===== src/sv/quantized_rgb_histogram_assert.svh =====
// assertion macros for the quantized rgb histogram
`ifndef QUANTIZED_RGB_HISTOGRAM_ASSERT_SVH
`define QUANTIZED_RGB_HISTOGRAM_ASSERT_SVH

// checked on every rising clock edge out of reset
`define QRH_ASSERT(lbl, prop) \
  lbl: assert property (@(posedge clk_i) disable iff (!rst_ni) prop) \
    else $error("qrh assertion failed");

// checked on every rising clock edge, reset included
`define QRH_ASSERT_ALWAYS(lbl, prop) \
  lbl: assert property (@(posedge clk_i) prop) \
    else $error("qrh assertion failed");

`endif


===== src/sv/qrh_pkg.sv =====
// types and constants shared by the histogram files
`default_nettype none

package qrh_pkg;

  localparam int VALUE_W     = 8;
  localparam int BIN_IDX_W   = 7;
  localparam int COUNT_OUT_W = 20;
  localparam int NORM_W      = 27;
  localparam int IN_CHANNELS = 3;

  localparam logic [NORM_W-1:0] NORM_MAX = {NORM_W{1'b1}};

  // output queue
  localparam int OQ_DEPTH = 4;
  localparam int OQ_PTR_W = 2;
  localparam int OQ_LVL_W = 3;

  typedef enum logic {
    ACT_ACCUM = 1'b0,
    ACT_READ  = 1'b1
  } action_e;

  typedef struct packed {
    logic                 action;
    logic [VALUE_W-1:0]   chan0_value;
    logic [VALUE_W-1:0]   chan1_value;
    logic [VALUE_W-1:0]   chan2_value;
    logic [BIN_IDX_W-1:0] bin_index;
  } in_word_t;

  typedef struct packed {
    logic [COUNT_OUT_W-1:0] bin_count;
    logic [NORM_W-1:0]      bin_normalized;
  } out_word_t;

  // per bank command: touch an entry, and whether it is cleared or bumped
  typedef struct packed {
    logic en;
    logic clr;
  } bank_req_t;

endpackage

`default_nettype wire


===== src/sv/qrh_if.sv =====
// handshake channels of the histogram: input word, result word, scale write
`default_nettype none

interface qrh_in_if;
  import qrh_pkg::*;
  logic     valid;
  logic     ready;
  in_word_t data;
  modport source (output valid, output data, input ready);
  modport sink (input valid, input data, output ready);
endinterface

interface qrh_out_if;
  import qrh_pkg::*;
  logic      valid;
  logic      ready;
  out_word_t data;
  modport source (output valid, output data, input ready);
  modport sink (input valid, input data, output ready);
endinterface

interface qrh_cfg_if;
  import qrh_pkg::*;
  logic              valid;
  logic              ready;
  logic [NORM_W-1:0] data;
  modport source (output valid, output data, input ready);
  modport sink (input valid, input data, output ready);
endinterface

`default_nettype wire


===== src/sv/qrh_ram.sv =====
// generic single write port ram with registered read
`default_nettype none

module qrh_ram #(
  parameter int WIDTH = 20,
  parameter int DEPTH = 32
) (
  input  wire logic                     clk_i,
  input  wire logic                     we_i,
  input  wire logic [$clog2(DEPTH)-1:0] waddr_i,
  input  wire logic [WIDTH-1:0]         wdata_i,
  input  wire logic                     re_i,
  input  wire logic [$clog2(DEPTH)-1:0] raddr_i,
  output logic      [WIDTH-1:0]         rdata_o
);

  logic [WIDTH-1:0] mem_q [DEPTH];

  always_ff @(posedge clk_i) begin
    if (we_i) begin
      mem_q[waddr_i] <= wdata_i;
    end
    if (re_i) begin
      rdata_o <= mem_q[raddr_i];
    end
  end

endmodule

`default_nettype wire


===== src/sv/qrh_bank.sv =====
// one channel bank: counter ram, valid bits, forwarding and read-modify-write
`default_nettype none

module qrh_bank #(
  parameter int DEPTH = 32,
  parameter int CW    = 20
) (
  input  wire logic                     clk_i,
  input  wire logic                     rst_ni,
  input  wire qrh_pkg::bank_req_t       req_i,
  input  wire logic [$clog2(DEPTH)-1:0] addr_i,
  output logic      [CW-1:0]            cur_o
);
  import qrh_pkg::*;

  localparam int AW = $clog2(DEPTH);

  bank_req_t         s1_req_q;
  logic [AW-1:0]     s1_addr_q;
  logic              fwd_en_q;
  logic [AW-1:0]     fwd_addr_q;
  logic [CW-1:0]     fwd_data_q;
  logic [DEPTH-1:0]  vld_q;
  logic [CW-1:0]     rdata;
  logic [CW-1:0]     wdata;

  qrh_ram #(
    .WIDTH (CW),
    .DEPTH (DEPTH)
  ) u_ram (
    .clk_i   (clk_i),
    .we_i    (s1_req_q.en),
    .waddr_i (s1_addr_q),
    .wdata_i (wdata),
    .re_i    (req_i.en),
    .raddr_i (addr_i),
    .rdata_o (rdata)
  );

  // the write of the previous cycle is not yet visible in the ram read
  always_comb begin
    if (fwd_en_q && (fwd_addr_q == s1_addr_q)) begin
      cur_o = fwd_data_q;
    end else if (vld_q[s1_addr_q]) begin
      cur_o = rdata;
    end else begin
      cur_o = '0;
    end
  end

  // clear on read, saturating bump on accumulate
  always_comb begin
    if (s1_req_q.clr) begin
      wdata = '0;
    end else if (cur_o == {CW{1'b1}}) begin
      wdata = cur_o;
    end else begin
      wdata = cur_o + CW'(1);
    end
  end

  always_ff @(posedge clk_i or negedge rst_ni) begin
    if (!rst_ni) begin
      s1_req_q <= '0;
      fwd_en_q <= 1'b0;
      vld_q    <= '0;
    end else begin
      s1_req_q <= req_i;
      fwd_en_q <= s1_req_q.en;
      if (s1_req_q.en) begin
        vld_q[s1_addr_q] <= 1'b1;
      end
    end
  end

  always_ff @(posedge clk_i) begin
    s1_addr_q  <= addr_i;
    fwd_addr_q <= s1_addr_q;
    fwd_data_q <= wdata;
  end

endmodule

`default_nettype wire


===== src/sv/qrh_outq.sv =====
// normalize stage and result queue
`default_nettype none

module qrh_outq #(
  parameter int CW = 20
) (
  input  wire logic                           clk_i,
  input  wire logic                           rst_ni,
  input  wire logic                           push_i,
  input  wire logic [CW-1:0]                  count_i,
  input  wire logic [qrh_pkg::NORM_W-1:0]     scale_i,
  qrh_out_if.source                           out_o,
  output logic      [qrh_pkg::OQ_LVL_W-1:0]   level_o
);
  import qrh_pkg::*;

  localparam int PW = CW + NORM_W;

  logic                s2_vld_q;
  logic [CW-1:0]       s2_cnt_q;
  logic [PW-1:0]       prod;
  out_word_t           res;
  out_word_t           fifo_q [OQ_DEPTH];
  logic [OQ_PTR_W-1:0] wr_ptr_q;
  logic [OQ_PTR_W-1:0] rd_ptr_q;
  logic [OQ_LVL_W-1:0] cnt_q;
  logic                pop;

  // count times reciprocal, saturated to the q0.27 field
  always_comb begin
    prod               = PW'(s2_cnt_q) * PW'(scale_i);
    res.bin_count      = COUNT_OUT_W'(s2_cnt_q);
    res.bin_normalized = (prod > PW'(NORM_MAX)) ? NORM_MAX : prod[NORM_W-1:0];
  end

  assign pop         = out_o.valid & out_o.ready;
  assign out_o.valid = (cnt_q != '0);
  assign out_o.data  = fifo_q[rd_ptr_q];
  assign level_o     = cnt_q + OQ_LVL_W'(s2_vld_q);

  always_ff @(posedge clk_i or negedge rst_ni) begin
    if (!rst_ni) begin
      s2_vld_q <= 1'b0;
      wr_ptr_q <= '0;
      rd_ptr_q <= '0;
      cnt_q    <= '0;
    end else begin
      s2_vld_q <= push_i;
      if (s2_vld_q) begin
        wr_ptr_q <= wr_ptr_q + OQ_PTR_W'(1);
      end
      if (pop) begin
        rd_ptr_q <= rd_ptr_q + OQ_PTR_W'(1);
      end
      cnt_q <= cnt_q + OQ_LVL_W'(s2_vld_q) - OQ_LVL_W'(pop);
    end
  end

  always_ff @(posedge clk_i) begin
    s2_cnt_q <= count_i;
    if (s2_vld_q) begin
      fifo_q[wr_ptr_q] <= res;
    end
  end

endmodule

`default_nettype wire


===== src/sv/quantized_rgb_histogram.sv =====
// top level of the quantized per-channel color histogram
//
// channels: in_i takes one word per pixel or per bin read, out_o gives one
// word per bin read, cfg_i writes the normalization reciprocal (always ready)
// an accumulate word quantizes each channel value to a level and bumps one
// saturating counter in each channel bank; a read word returns a bin's count
// and count times the reciprocal, then clears the bin
// throughput: one word per cycle while in_i.ready is high, kept by the read-modify-write
// on each bank ram, with the previous write forwarded on a same-entry hit
// a read's result goes through the bank ram read, the modify and write back, then
// the registered multiply into the result queue, where it waits for out_o.ready
// reset: all counters read as zero through per-entry valid bits, no sweep,
// the reciprocal is zero and the result queue is empty
// stall: a four-entry result queue absorbs the pipeline, in_i.ready drops
// only when queued plus in-flight reads already fill it
// bin_index is channel times levels plus level; bins out of range read 0
`default_nettype none

module quantized_rgb_histogram #(
  parameter int QUANT_STEP   = 8,
  parameter int NUM_CHANNELS = 3,
  parameter int COUNT_WIDTH  = 20
) (
  input  wire logic clk_i,
  input  wire logic rst_ni,
  qrh_in_if.sink    in_i,
  qrh_out_if.source out_o,
  qrh_cfg_if.sink   cfg_i
);
  import qrh_pkg::*;

  localparam int LEVELS = 256 / QUANT_STEP;
  localparam int TOTAL  = NUM_CHANNELS * LEVELS;
  localparam int AW     = $clog2(LEVELS);
  localparam int CHW    = (NUM_CHANNELS > 1) ? $clog2(NUM_CHANNELS) : 1;
  // level = value * RECIP >> 16, exact for 8-bit values
  localparam int RECIP  = (65536 + QUANT_STEP - 1) / QUANT_STEP;
  localparam int MW     = 25;
  localparam int IXW    = 11;

  logic                 accept;
  logic [NORM_W-1:0]    scale_q;
  logic [VALUE_W-1:0]   chan_val [IN_CHANNELS];
  logic [AW-1:0]        acc_lvl  [IN_CHANNELS];
  logic [CHW-1:0]       rd_chan;
  logic [AW-1:0]        rd_lvl;
  logic                 rd_hit;
  bank_req_t            req      [NUM_CHANNELS];
  logic [AW-1:0]        req_addr [NUM_CHANNELS];
  logic [COUNT_WIDTH-1:0] cur    [NUM_CHANNELS];
  logic                 s1_rd_q;
  logic                 s1_hit_q;
  logic [CHW-1:0]       s1_chan_q;
  logic [COUNT_WIDTH-1:0] s1_count;
  logic [OQ_LVL_W-1:0]  level;
  logic [OQ_LVL_W:0]    inflight;

  // scale register
  assign cfg_i.ready = 1'b1;

  always_ff @(posedge clk_i or negedge rst_ni) begin
    if (!rst_ni) begin
      scale_q <= '0;
    end else if (cfg_i.valid) begin
      scale_q <= cfg_i.data;
    end
  end

  // queued results plus reads in flight must stay within the queue
  assign inflight   = (OQ_LVL_W+1)'(level) + (OQ_LVL_W+1)'(s1_rd_q);
  assign in_i.ready = (inflight < (OQ_LVL_W+1)'(OQ_DEPTH));
  assign accept     = in_i.valid & in_i.ready;

  assign chan_val[0] = in_i.data.chan0_value;
  assign chan_val[1] = in_i.data.chan1_value;
  assign chan_val[2] = in_i.data.chan2_value;

  // quantize each channel value by reciprocal multiply, clamp to last level
  always_comb begin
    logic [MW-1:0] prod;
    logic [8:0]    q;
    for (int c = 0; c < IN_CHANNELS; c++) begin
      prod = MW'(chan_val[c]) * MW'(RECIP);
      q    = prod[MW-1:16];
      if (q >= 9'(LEVELS)) begin
        acc_lvl[c] = AW'(LEVELS - 1);
      end else begin
        acc_lvl[c] = q[AW-1:0];
      end
    end
  end

  // split a bin number into channel and level by range compares
  always_comb begin
    logic [IXW-1:0] idx;
    logic [IXW-1:0] base;
    idx     = IXW'(in_i.data.bin_index);
    base    = '0;
    rd_chan = '0;
    for (int c = 1; c < NUM_CHANNELS; c++) begin
      if (idx >= IXW'(c * LEVELS)) begin
        rd_chan = CHW'(c);
        base    = IXW'(c * LEVELS);
      end
    end
    rd_hit = (idx < IXW'(TOTAL));
    rd_lvl = AW'(idx - base);
  end

  // bank commands
  always_comb begin
    for (int c = 0; c < NUM_CHANNELS; c++) begin
      if (in_i.data.action == ACT_READ) begin
        req[c].en   = accept && rd_hit && (rd_chan == CHW'(c));
        req[c].clr  = 1'b1;
        req_addr[c] = rd_lvl;
      end else begin
        req[c].en   = accept && (c < IN_CHANNELS);
        req[c].clr  = 1'b0;
        req_addr[c] = (c < IN_CHANNELS) ? acc_lvl[(c < IN_CHANNELS) ? c : 0] : '0;
      end
    end
  end

  for (genvar g = 0; g < NUM_CHANNELS; g++) begin : g_bank
    qrh_bank #(
      .DEPTH (LEVELS),
      .CW    (COUNT_WIDTH)
    ) u_bank (
      .clk_i  (clk_i),
      .rst_ni (rst_ni),
      .req_i  (req[g]),
      .addr_i (req_addr[g]),
      .cur_o  (cur[g])
    );
  end

  // read bookkeeping alongside the bank stage
  always_ff @(posedge clk_i or negedge rst_ni) begin
    if (!rst_ni) begin
      s1_rd_q <= 1'b0;
    end else begin
      s1_rd_q <= accept && (in_i.data.action == ACT_READ);
    end
  end

  always_ff @(posedge clk_i) begin
    s1_hit_q  <= rd_hit;
    s1_chan_q <= rd_chan;
  end

  // out-of-range bins read as zero
  assign s1_count = s1_hit_q ? cur[s1_chan_q] : '0;

  qrh_outq #(
    .CW (COUNT_WIDTH)
  ) u_outq (
    .clk_i   (clk_i),
    .rst_ni  (rst_ni),
    .push_i  (s1_rd_q),
    .count_i (s1_count),
    .scale_i (scale_q),
    .out_o   (out_o),
    .level_o (level)
  );

  `include "quantized_rgb_histogram_assert.svh"

  `QRH_ASSERT(a_queue_bound, inflight <= (OQ_LVL_W+1)'(OQ_DEPTH))
  `QRH_ASSERT(a_read_tracked, accept && in_i.data.action == ACT_READ |=> s1_rd_q)
  `QRH_ASSERT(a_accum_silent, accept && in_i.data.action == ACT_ACCUM |=> !s1_rd_q)
  `QRH_ASSERT_ALWAYS(a_reset_empty, !rst_ni |-> (level == '0 && !s1_rd_q))

endmodule

`default_nettype wire


===== src/flat_wrapper.sv =====
// flat-port wrapper written by rule: the top's interface ports become plain ports
module quantized_rgb_histogram_flat import qrh_pkg::*;
#(
  parameter int QUANT_STEP   = 8,
  parameter int NUM_CHANNELS = 3,
  parameter int COUNT_WIDTH  = 20
)
  (clk_i, rst_ni, in_i_valid, in_i_data, in_i_ready, out_o_valid, out_o_data, out_o_ready, cfg_i_valid, cfg_i_data, cfg_i_ready);
  qrh_in_if in_i_i ();
  qrh_out_if out_o_i ();
  qrh_cfg_if cfg_i_i ();
  input  wire logic clk_i;
  input  wire logic rst_ni;
  input wire logic [$bits(in_i_i.valid)-1:0] in_i_valid;
  input wire logic [$bits(in_i_i.data)-1:0] in_i_data;
  output wire logic [$bits(in_i_i.ready)-1:0] in_i_ready;
  output wire logic [$bits(out_o_i.valid)-1:0] out_o_valid;
  output wire logic [$bits(out_o_i.data)-1:0] out_o_data;
  input wire logic [$bits(out_o_i.ready)-1:0] out_o_ready;
  input wire logic [$bits(cfg_i_i.valid)-1:0] cfg_i_valid;
  input wire logic [$bits(cfg_i_i.data)-1:0] cfg_i_data;
  output wire logic [$bits(cfg_i_i.ready)-1:0] cfg_i_ready;
  assign in_i_i.valid = in_i_valid;
  assign in_i_i.data = in_i_data;
  assign in_i_ready = in_i_i.ready;
  assign out_o_valid = out_o_i.valid;
  assign out_o_data = out_o_i.data;
  assign out_o_i.ready = out_o_ready;
  assign cfg_i_i.valid = cfg_i_valid;
  assign cfg_i_i.data = cfg_i_data;
  assign cfg_i_ready = cfg_i_i.ready;
  quantized_rgb_histogram #(.QUANT_STEP(QUANT_STEP), .NUM_CHANNELS(NUM_CHANNELS), .COUNT_WIDTH(COUNT_WIDTH)) u_core (.clk_i(clk_i), .rst_ni(rst_ni), .in_i(in_i_i), .out_o(out_o_i), .cfg_i(cfg_i_i));
endmodule

===== config.mk =====
export PLATFORM = sky130hd
export DESIGN_NAME = quantized_rgb_histogram_flat
export DESIGN_NICKNAME = d
export VERILOG_FILES = /design/src/sv/qrh_pkg.sv /design/src/sv/qrh_if.sv /design/src/sv/qrh_ram.sv /design/src/sv/qrh_bank.sv /design/src/sv/qrh_outq.sv /design/src/sv/quantized_rgb_histogram.sv /design/src/flat_wrapper.sv
export VERILOG_INCLUDE_DIRS = /design/src /design/src/sv
export SDC_FILE = /design/constraint.sdc
export NUM_CORES = 2
export LEC_CHECK = 0
export ABC_CLOCK_PERIOD_IN_PS = 8300
export BUFFER_PORTS_ARGS = -buffer_cell sky130_fd_sc_hd__buf_2
export CAP_MARGIN = 10
export CELL_PAD_IN_SITES_DETAIL_PLACEMENT = 1
export CELL_PAD_IN_SITES_GLOBAL_PLACEMENT = 1
export CORE_MARGIN = 5
export CORE_UTILIZATION = 49
export DETAILED_ROUTE_END_ITERATION = 6
export PLACE_DENSITY = 0.75
export SETUP_SLACK_MARGIN = 0.02
export SYNTH_ARGS = -nofsm -noshare
export SYNTH_HDL_FRONTEND = slang
export SYNTH_HIERARCHICAL = 1
export SYNTH_SLANG_ARGS = --single-unit

===== constraint.sdc =====
create_clock -name clk_i -period 8.3 [get_ports clk_i]
set_input_delay 1.245 -clock clk_i [delete_from_list [all_inputs] [get_ports clk_i]]
set_output_delay 1.245 -clock clk_i [all_outputs]
set_load 0.02 [all_outputs]

== Yosys cells after proc, flatten, opt, wreduce, memory -nomap -nowiden ==
Memory sizes are Yosys's and may differ from the RTL's. A register that Yosys moved wholly into a read port is not among the register bits.
Cells that the tools add are included.

* Multipliers: 1
* Order comparisons: 15
* Div/mod/pow operators: 0
* Reductions and logical operators: 13
* Equal/unequal tests: 8
* Shift operators: 0
* Add/sub/neg operators: 9
* Bitwise logic cells: 6
* Mux-type cells: 48

{| class="wikitable"
|+ Operators with widths
! operator !! count
|-
| 20-bit 2-to-1 mux || 14
|-
| 32-bit OR || 3
|-
| 20-bit by 1-bit adder with 20-bit output, second input constant || 3
|-
| 20-bit equality test, second input constant || 3
|-
| 47-bit by 27-bit > comparator with 1-bit output, second input constant || 1
|-
| 20-bit by 27-bit multiplier with 47-bit output || 1
|-
| 20-bit binary-select mux with 2-bit select || 1
|-
| 5-bit 2-to-1 mux || 7
|-
| 27-bit 2-to-1 mux || 1
|-
| 5-bit by 6-bit >= comparator with 1-bit output, second input constant || 3
|-
| 5-bit by 6-bit less-than comparator with 1-bit output, second input constant || 3
|-
| 1-bit binary-select mux with 5-bit select || 3
|-
| 1-bit demux with 5-bit select || 3
|-
| 5-bit equality test || 3
|-
| 5-bit by 1-bit >= comparator with 1-bit output, second input constant || 3
|-
| 1-bit 2-to-1 mux || 15
|-
| 1-bit logical AND || 11
|-
| 2-bit 2-to-1 mux || 4
|-
| 7-bit by 6-bit >= comparator with 1-bit output, second input constant || 1
|-
| 7-bit >= comparator, second input constant || 1
|-
| 7-bit less-than comparator, second input constant || 1
|-
| 5-bit subtractor || 1
|-
| 2-bit by 1-bit adder with 2-bit output, second input constant || 2
|-
| 3-bit by 1-bit adder with 4-bit output || 1
|-
| 10 further kinds || 11
|}

* Bits in writable memories: 2,108
* Word-level logic and storage cells: 134
* ROM bits: 0
* Bits in latches: 0
* Memories kept: 4
* Flip-flop bits (word level): 254
* Bits of input ports: 64

{| class="wikitable"
|+ Memories
! name !! words !! bits a word !! read ports !! clocked after memory_dff !! wr ports !! RTL line !! source
|-
| u_core.g_bank[0].u_bank.u_ram.mem_q || 32 || 20 || 1 || 1 || 1 || qrh_ram.sv:17 || <nowiki>logic [WIDTH-1:0] mem_q [DEPTH];</nowiki>
|-
| u_core.g_bank[1].u_bank.u_ram.mem_q || 32 || 20 || 1 || 1 || 1 || qrh_ram.sv:17 ||
|-
| u_core.g_bank[2].u_bank.u_ram.mem_q || 32 || 20 || 1 || 1 || 1 || qrh_ram.sv:17 ||
|-
| u_core.u_outq.fifo_q || 4 || 47 || 1 || 0 || 1 || qrh_outq.sv:23 || <nowiki>out_word_t fifo_q [OQ_DEPTH];</nowiki>
|}

== Depth between registers and ports, before layout ==
* Depth in word-level cells: 7
* Depth in mapped cells: 30

== Cells and area by module ==
The synthesis kept the hierarchy.

{| class="wikitable"
|+ By module, submodules not included
! module !! sequential area each (um2) !! times used !! area an instance (um2) !! cells an instance
|-
| qrh_ram || 19,819.0 || 3 || 25,753.4 || 1,414
|-
| qrh_outq || 6,246.0 || 1 || 25,791.0 || 2,478
|-
| qrh_bank (u_core.g_bank[0].u_bank ...) || 1,476.4 || 2 || 3,617.2 || 374
|-
| qrh_bank (u_core.g_bank[2].u_bank) || 1,476.4 || 1 || 3,459.6 || 388
|-
| quantized_rgb_histogram || 760.7 || 1 || 2,037.0 || 203
|}

== Least setup slack after synthesis ==
Ideal clock, no wire load.

* Kind: register to register
* From: register u_core.u_outq.s2_cnt_q[11]
* To: memory u_core/u_outq/fifo_q[0][13] (netlist bit), data pin
* Setup slack: 419 ps
* Stages on the path, launching flop included: 28
* Data arrival time: 7,615 ps
* Path buffers: 3
* Setup time: 266 ps
* Cells stage by stage: dfxtp_1 clkbuf_1 clkbuf_1 nand2_1 fa_1 inv_1 fa_1 inv_1 fa_1 inv_1 fa_1 fa_1 fa_1 inv_1 fa_1 inv_1 ha_1 nand4_1 nor3_2 o2111ai_1 a31oi_2 nor2_1 a32o_1 or4_1 or4_4 nor4_4 buf_6 nand2_1

{| class="wikitable"
|+ RTL lines
! item !! RTL line !! source
|-
| start: declaration || qrh_outq.sv:20 || <nowiki>logic [CW-1:0] s2_cnt_q;</nowiki>
|-
| start signal: assignment || qrh_outq.sv:60 || <nowiki>s2_cnt_q <= count_i;</nowiki>
|-
| end: declaration || qrh_outq.sv:23 ||
|}

==> summary.txt <==
Synthesis
  • Area of the mapped netlist: 116000 µm²
  • Synth top area share: 56.2%
  • Ys async rst share: 5.82%
  • Seq/Total Area, Yosys: 61.2%
  • Dominant cells by area after synthesis: edfxtp_1, mux2i_1, fa_1, dfrtp_1, dfxtp_1
  • Mean post-synth cell area: 14.4 µm²
  • Syn nets: 8737
  • Ys flop type: edfxtp_1
  • Post-Synthesis Cells: 8059
  • Synth cell types: 101
  • Synth warn: 6
  • Yosys top cell by area: edfxtp_1
  • Post-synth EDFFs: 2168
  • FF+latch count, synth: 2422

Worst hold path
  • Hold Path Class: in -> async

Detailed routing
  • Vias: 69907
  • Number of DRC markers in iteration 0: 5642
  • Avg WL per Cell: 27.9 µm
  • Vias per cell: 6.00
  • Remaining DRCs: 0
  • DRT antenna net count: 0
  • Final wirelength: 325 mm
  • Total iterations of the first detailed-routing run: 5

Floorplanning
  • Starting Density: 49.2%
  • Core Box Area: 235000 µm²
  • # IOs: 114
  • # rows: 178
  • DIE WIDTH: 496 µm
  • Die Y: 496 µm
  • Die area: 246000 µm²

Final layout
  • Layout cell share with drive strength beyond 1: 13.5%
  • Filler Cell Count: 22458
  • Area growth syn-to-layout: 12.2%
  • Final nets: 8976
  • Post-layout util: 55.2%

Placed design
  • Worst slack, placed: -116 ps
  • IO Port Bufs: 103
  • GP Congestion: 0.863
  • Detail Placement HPWL: 201 mm

Global routing
  • Largest net degree at the start of global routing: 145
  • Antenna violations before repair: 12
  • First-pass GRT wire length: 484 mm
  • Gr ovfl total: 0
  • Total GRT Usage: 26.0%
  • Vias in the first global route: 75958

Clock tree
  • Clock root buffer: clkbuf_16
  • Num CTS Buffers: 274
  • CTS tree: yes
  • H-tree levels: 5
  • Clk sinks: 2422
  • Clock Path Buffers: 4
  • Later-pin clock latency in the skew report: 940 ps
  • Clock-pin slew on the worst setup and hold paths: 60 ps
  • CTS Hold Bufs: 0

STA
  • Final hold vios: 0
  • Fmax: 122 MHz
  • Crit path time final: 8220 ps
  • Final worst setup slack: 79.1 ps
  • Worst slew margin: 11.9%
  • Period utilization: 99.0%
  • Unrepaired setup endpoints after global routing: true
  • Final Max Slew Viols: 0
  • Skew final: 79.6 ps
  • # setup viols final: 0
  • Worst Max-Slew Pin Slew: 1320 ps

Power and ir drop
  • Maximum vdd drop: 0.000936 V
  • Pleak: 0.0485 µW
  • Power Dens Cells: 331 nW/µm²

Critical path
  • Worst EP arrival: 8800 ps
  • CP required: 8880 ps
  • R2R Path End: u_core/u_outq/fifo_q[2][20]
  • R2r startpoint: u_core/u_outq/s2_cnt_q[17]
  • Setup crit start kind: register
  • Reg2Reg Depth: 26
  • Critical path class: reg -> reg
  • Worst-path fanout max: 10
  • Crit. End Element: register
  • Reg2reg setup slack: 80 ps

Status
  • Outcome: complete, no violations

Job
  • Max-cap viol count: 0
-- how the worst max path moves through the flow --
stage                                    start                          end  slack, ps  cells after the start
floorplan           u_core/u_outq/s2_cnt_q[11]  u_core/u_outq/fifo_q[0][13]        420                     27
CTS                         u_core/scale_q[14]   u_core/u_outq/fifo_q[1][4]         60                     26
finish              u_core/u_outq/s2_cnt_q[17]  u_core/u_outq/fifo_q[2][20]         80                     26
detailed placement          u_core/scale_q[11]   u_core/u_outq/fifo_q[3][4]       -120                     27
global route                u_core/scale_q[14]  u_core/u_outq/fifo_q[1][20]       -160                     28
global placement            u_core/scale_q[14]   u_core/u_outq/fifo_q[2][4]         80                     26
-- registers in the layout (all words and copies together), names as in the netlist, 3 cells and up --
name / flops
u_core/g_bank.u_bank/u_ram/mem_q: 1920
u_core/u_outq/fifo_q: 188
u_core/g_bank.u_bank/vld_q: 96
u_core/g_bank.u_bank/fwd_data_q: 60
u_core/g_bank.u_bank/u_ram/rdata_o: 60
u_core/scale_q: 27
u_core/u_outq/s2_cnt_q: 20
u_core/g_bank.u_bank/fwd_addr_q: 15
u_core/g_bank.u_bank/s1_addr_q: 15
u_core/g_bank.u_bank/s1_req_q: 6
u_core/g_bank.u_bank/fwd_en_q: 3
u_core/u_outq/cnt_q: 3
-- cell families (layout without fill, tap and decap cells) --
family / Yosys count / count (layout) / share of synthesized area (%)
fa+ha+maj: 614 / 614 / 9.53
buf+inv: 1025 / 1460 / 4.39
mux: 1137 / 1137 / 10.4
flops: 2422 / 2422 / 61.2
compound gates: 1087 / 1087 / 6.63
simple gates: 1719 / 1719 / 7.40
other cells: 1 / 13 / 0.00324
xor+xnor: 54 / 54 / 0.408
-- worst max-delay path, stage by stage (launching register included) --
cell and delay [ps]:
dfxtp_1 470, and2_4 250, fa_1 540, inv_2 40, fa_1 560, inv_2 50, fa_1 510, fa_1 620
fa_1 480, fa_1 570, inv_1 70, fa_1 500, inv_2 50, ha_4 270, nand4_1 190, nor3_4 260
a221oi_2 100, buf_4 160, a31oi_4 170, nor2_4 50, a32o_1 240, or4_1 490, or4_4 450, nor4_4 320
buf_4 220, clkbuf_16 190, nand2_1 110
-- cell usage in the layout (no fill, tap or decap), types with 30 or more instances in the layout --
master and count:
a21o_1 79, a21oi_1 225, a22o_1 138, a22oi_1 246, a31oi_1 79, and2_1 282
and3_1 34, buf_12 33, buf_2 103, buf_4 278, clkbuf_1 62, clkbuf_16 286
clkinv_1 50, dfrtp_1 131, dfxtp_1 107, edfxtp_1 2168, fa_1 446, ha_1 162
inv_1 553, mux2i_1 1035, mux4_2 47, nand2_1 584, nand2b_1 30, nand3_1 187
nand3b_1 51, nand4_1 95, nor2_1 111, nor2_2 79, nor3_1 96, o21ai_0 61
o21ai_1 30, o21bai_1 52, xnor2_1 37
-- layout make-up --
cell class / instances / area (µm²) / share of cell area, %
Antenna cell: 12 / 30.0 / 0.0231
Timing Repair Buffer: 430 / 3560 / 2.74
Clock inverter: 115 / 1010 / 0.778
Sequential cell: 2422 / 70900 / 54.6
Clock buffer: 357 / 7460 / 5.74
Inverter: 558 / 2090 / 1.61
Multi-Input combinational cell: 4612 / 40900 / 31.5
Tap cell: 3150 / 3940 / 3.03
-- synth_stat cells (all sizes together), types with 11 or more instances --
cell and number:
edfxtp 2168, mux2i 1050, nand2 604, inv 556
fa 446, and2 295, a22oi 247, buf 244
a21oi 236, clkbuf 222, nor2 214, nand3 188
ha 168, dfrtp 141, a22o 138, dfxtp 113
nor3 107, o21ai 104, nand4 95, a31oi 81
a21o 79, o21bai 52, nand3b 51, mux4 47
mux2 40, xnor2 37, and3 34, nand2b 30
a211oi 25, or2 22, xor2 17, o211ai 15
o22ai 13, or3 12, a2111oi 11, or4 11
-- metrics by stage --
stage / hold slack [ps] / cell area (µm²) / power (µW) / std cells / TNS [ps]
after CTS: 457 / 129000 / 42400 / 11620 / 0
after global placement: 437 / 121000 / 30200 / 11148 / 0
after detailed placement: 443 / 121000 / 30600 / 11148 / -5960
after global routing: 468 / 130000 / 45400 / 11650 / -11790
final: 421 / 130000 / 42900 / 11656 / 0
after floorplan: 354 / 116000 / 24900 / 8059 / 0
-- what timing repair did --
action	CTS	global route
buffers inserted	0	15
resized for setup	8	95
endpoints found under the setup margin	108	108
pin swaps	0	24
gates cloned	0	6
-- power by group --
| part | internal [µW] | switching [µW] |
|---|---|---|
| clock | 6810 | 4740 |
| sequential | 14200 | 385 |
| combinational | 6360 | 10500 |
-- layer usage --
metal / GRT usage (%) / routed length (µm) / share of wire [%] / vias up
met1: 34.5 / 134000 / 41 / 36933
met4: 9.37 / 11800 / 3.6 / 2
met2: 44.7 / 163000 / 50 / 2290
li1: - / - / - / 30063
met3: 3.02 / 16400 / 5.0 / 619
met5: 0 / 13 / 0.0040 / -
Note: power is estimated with default switching activity, not from simulation.
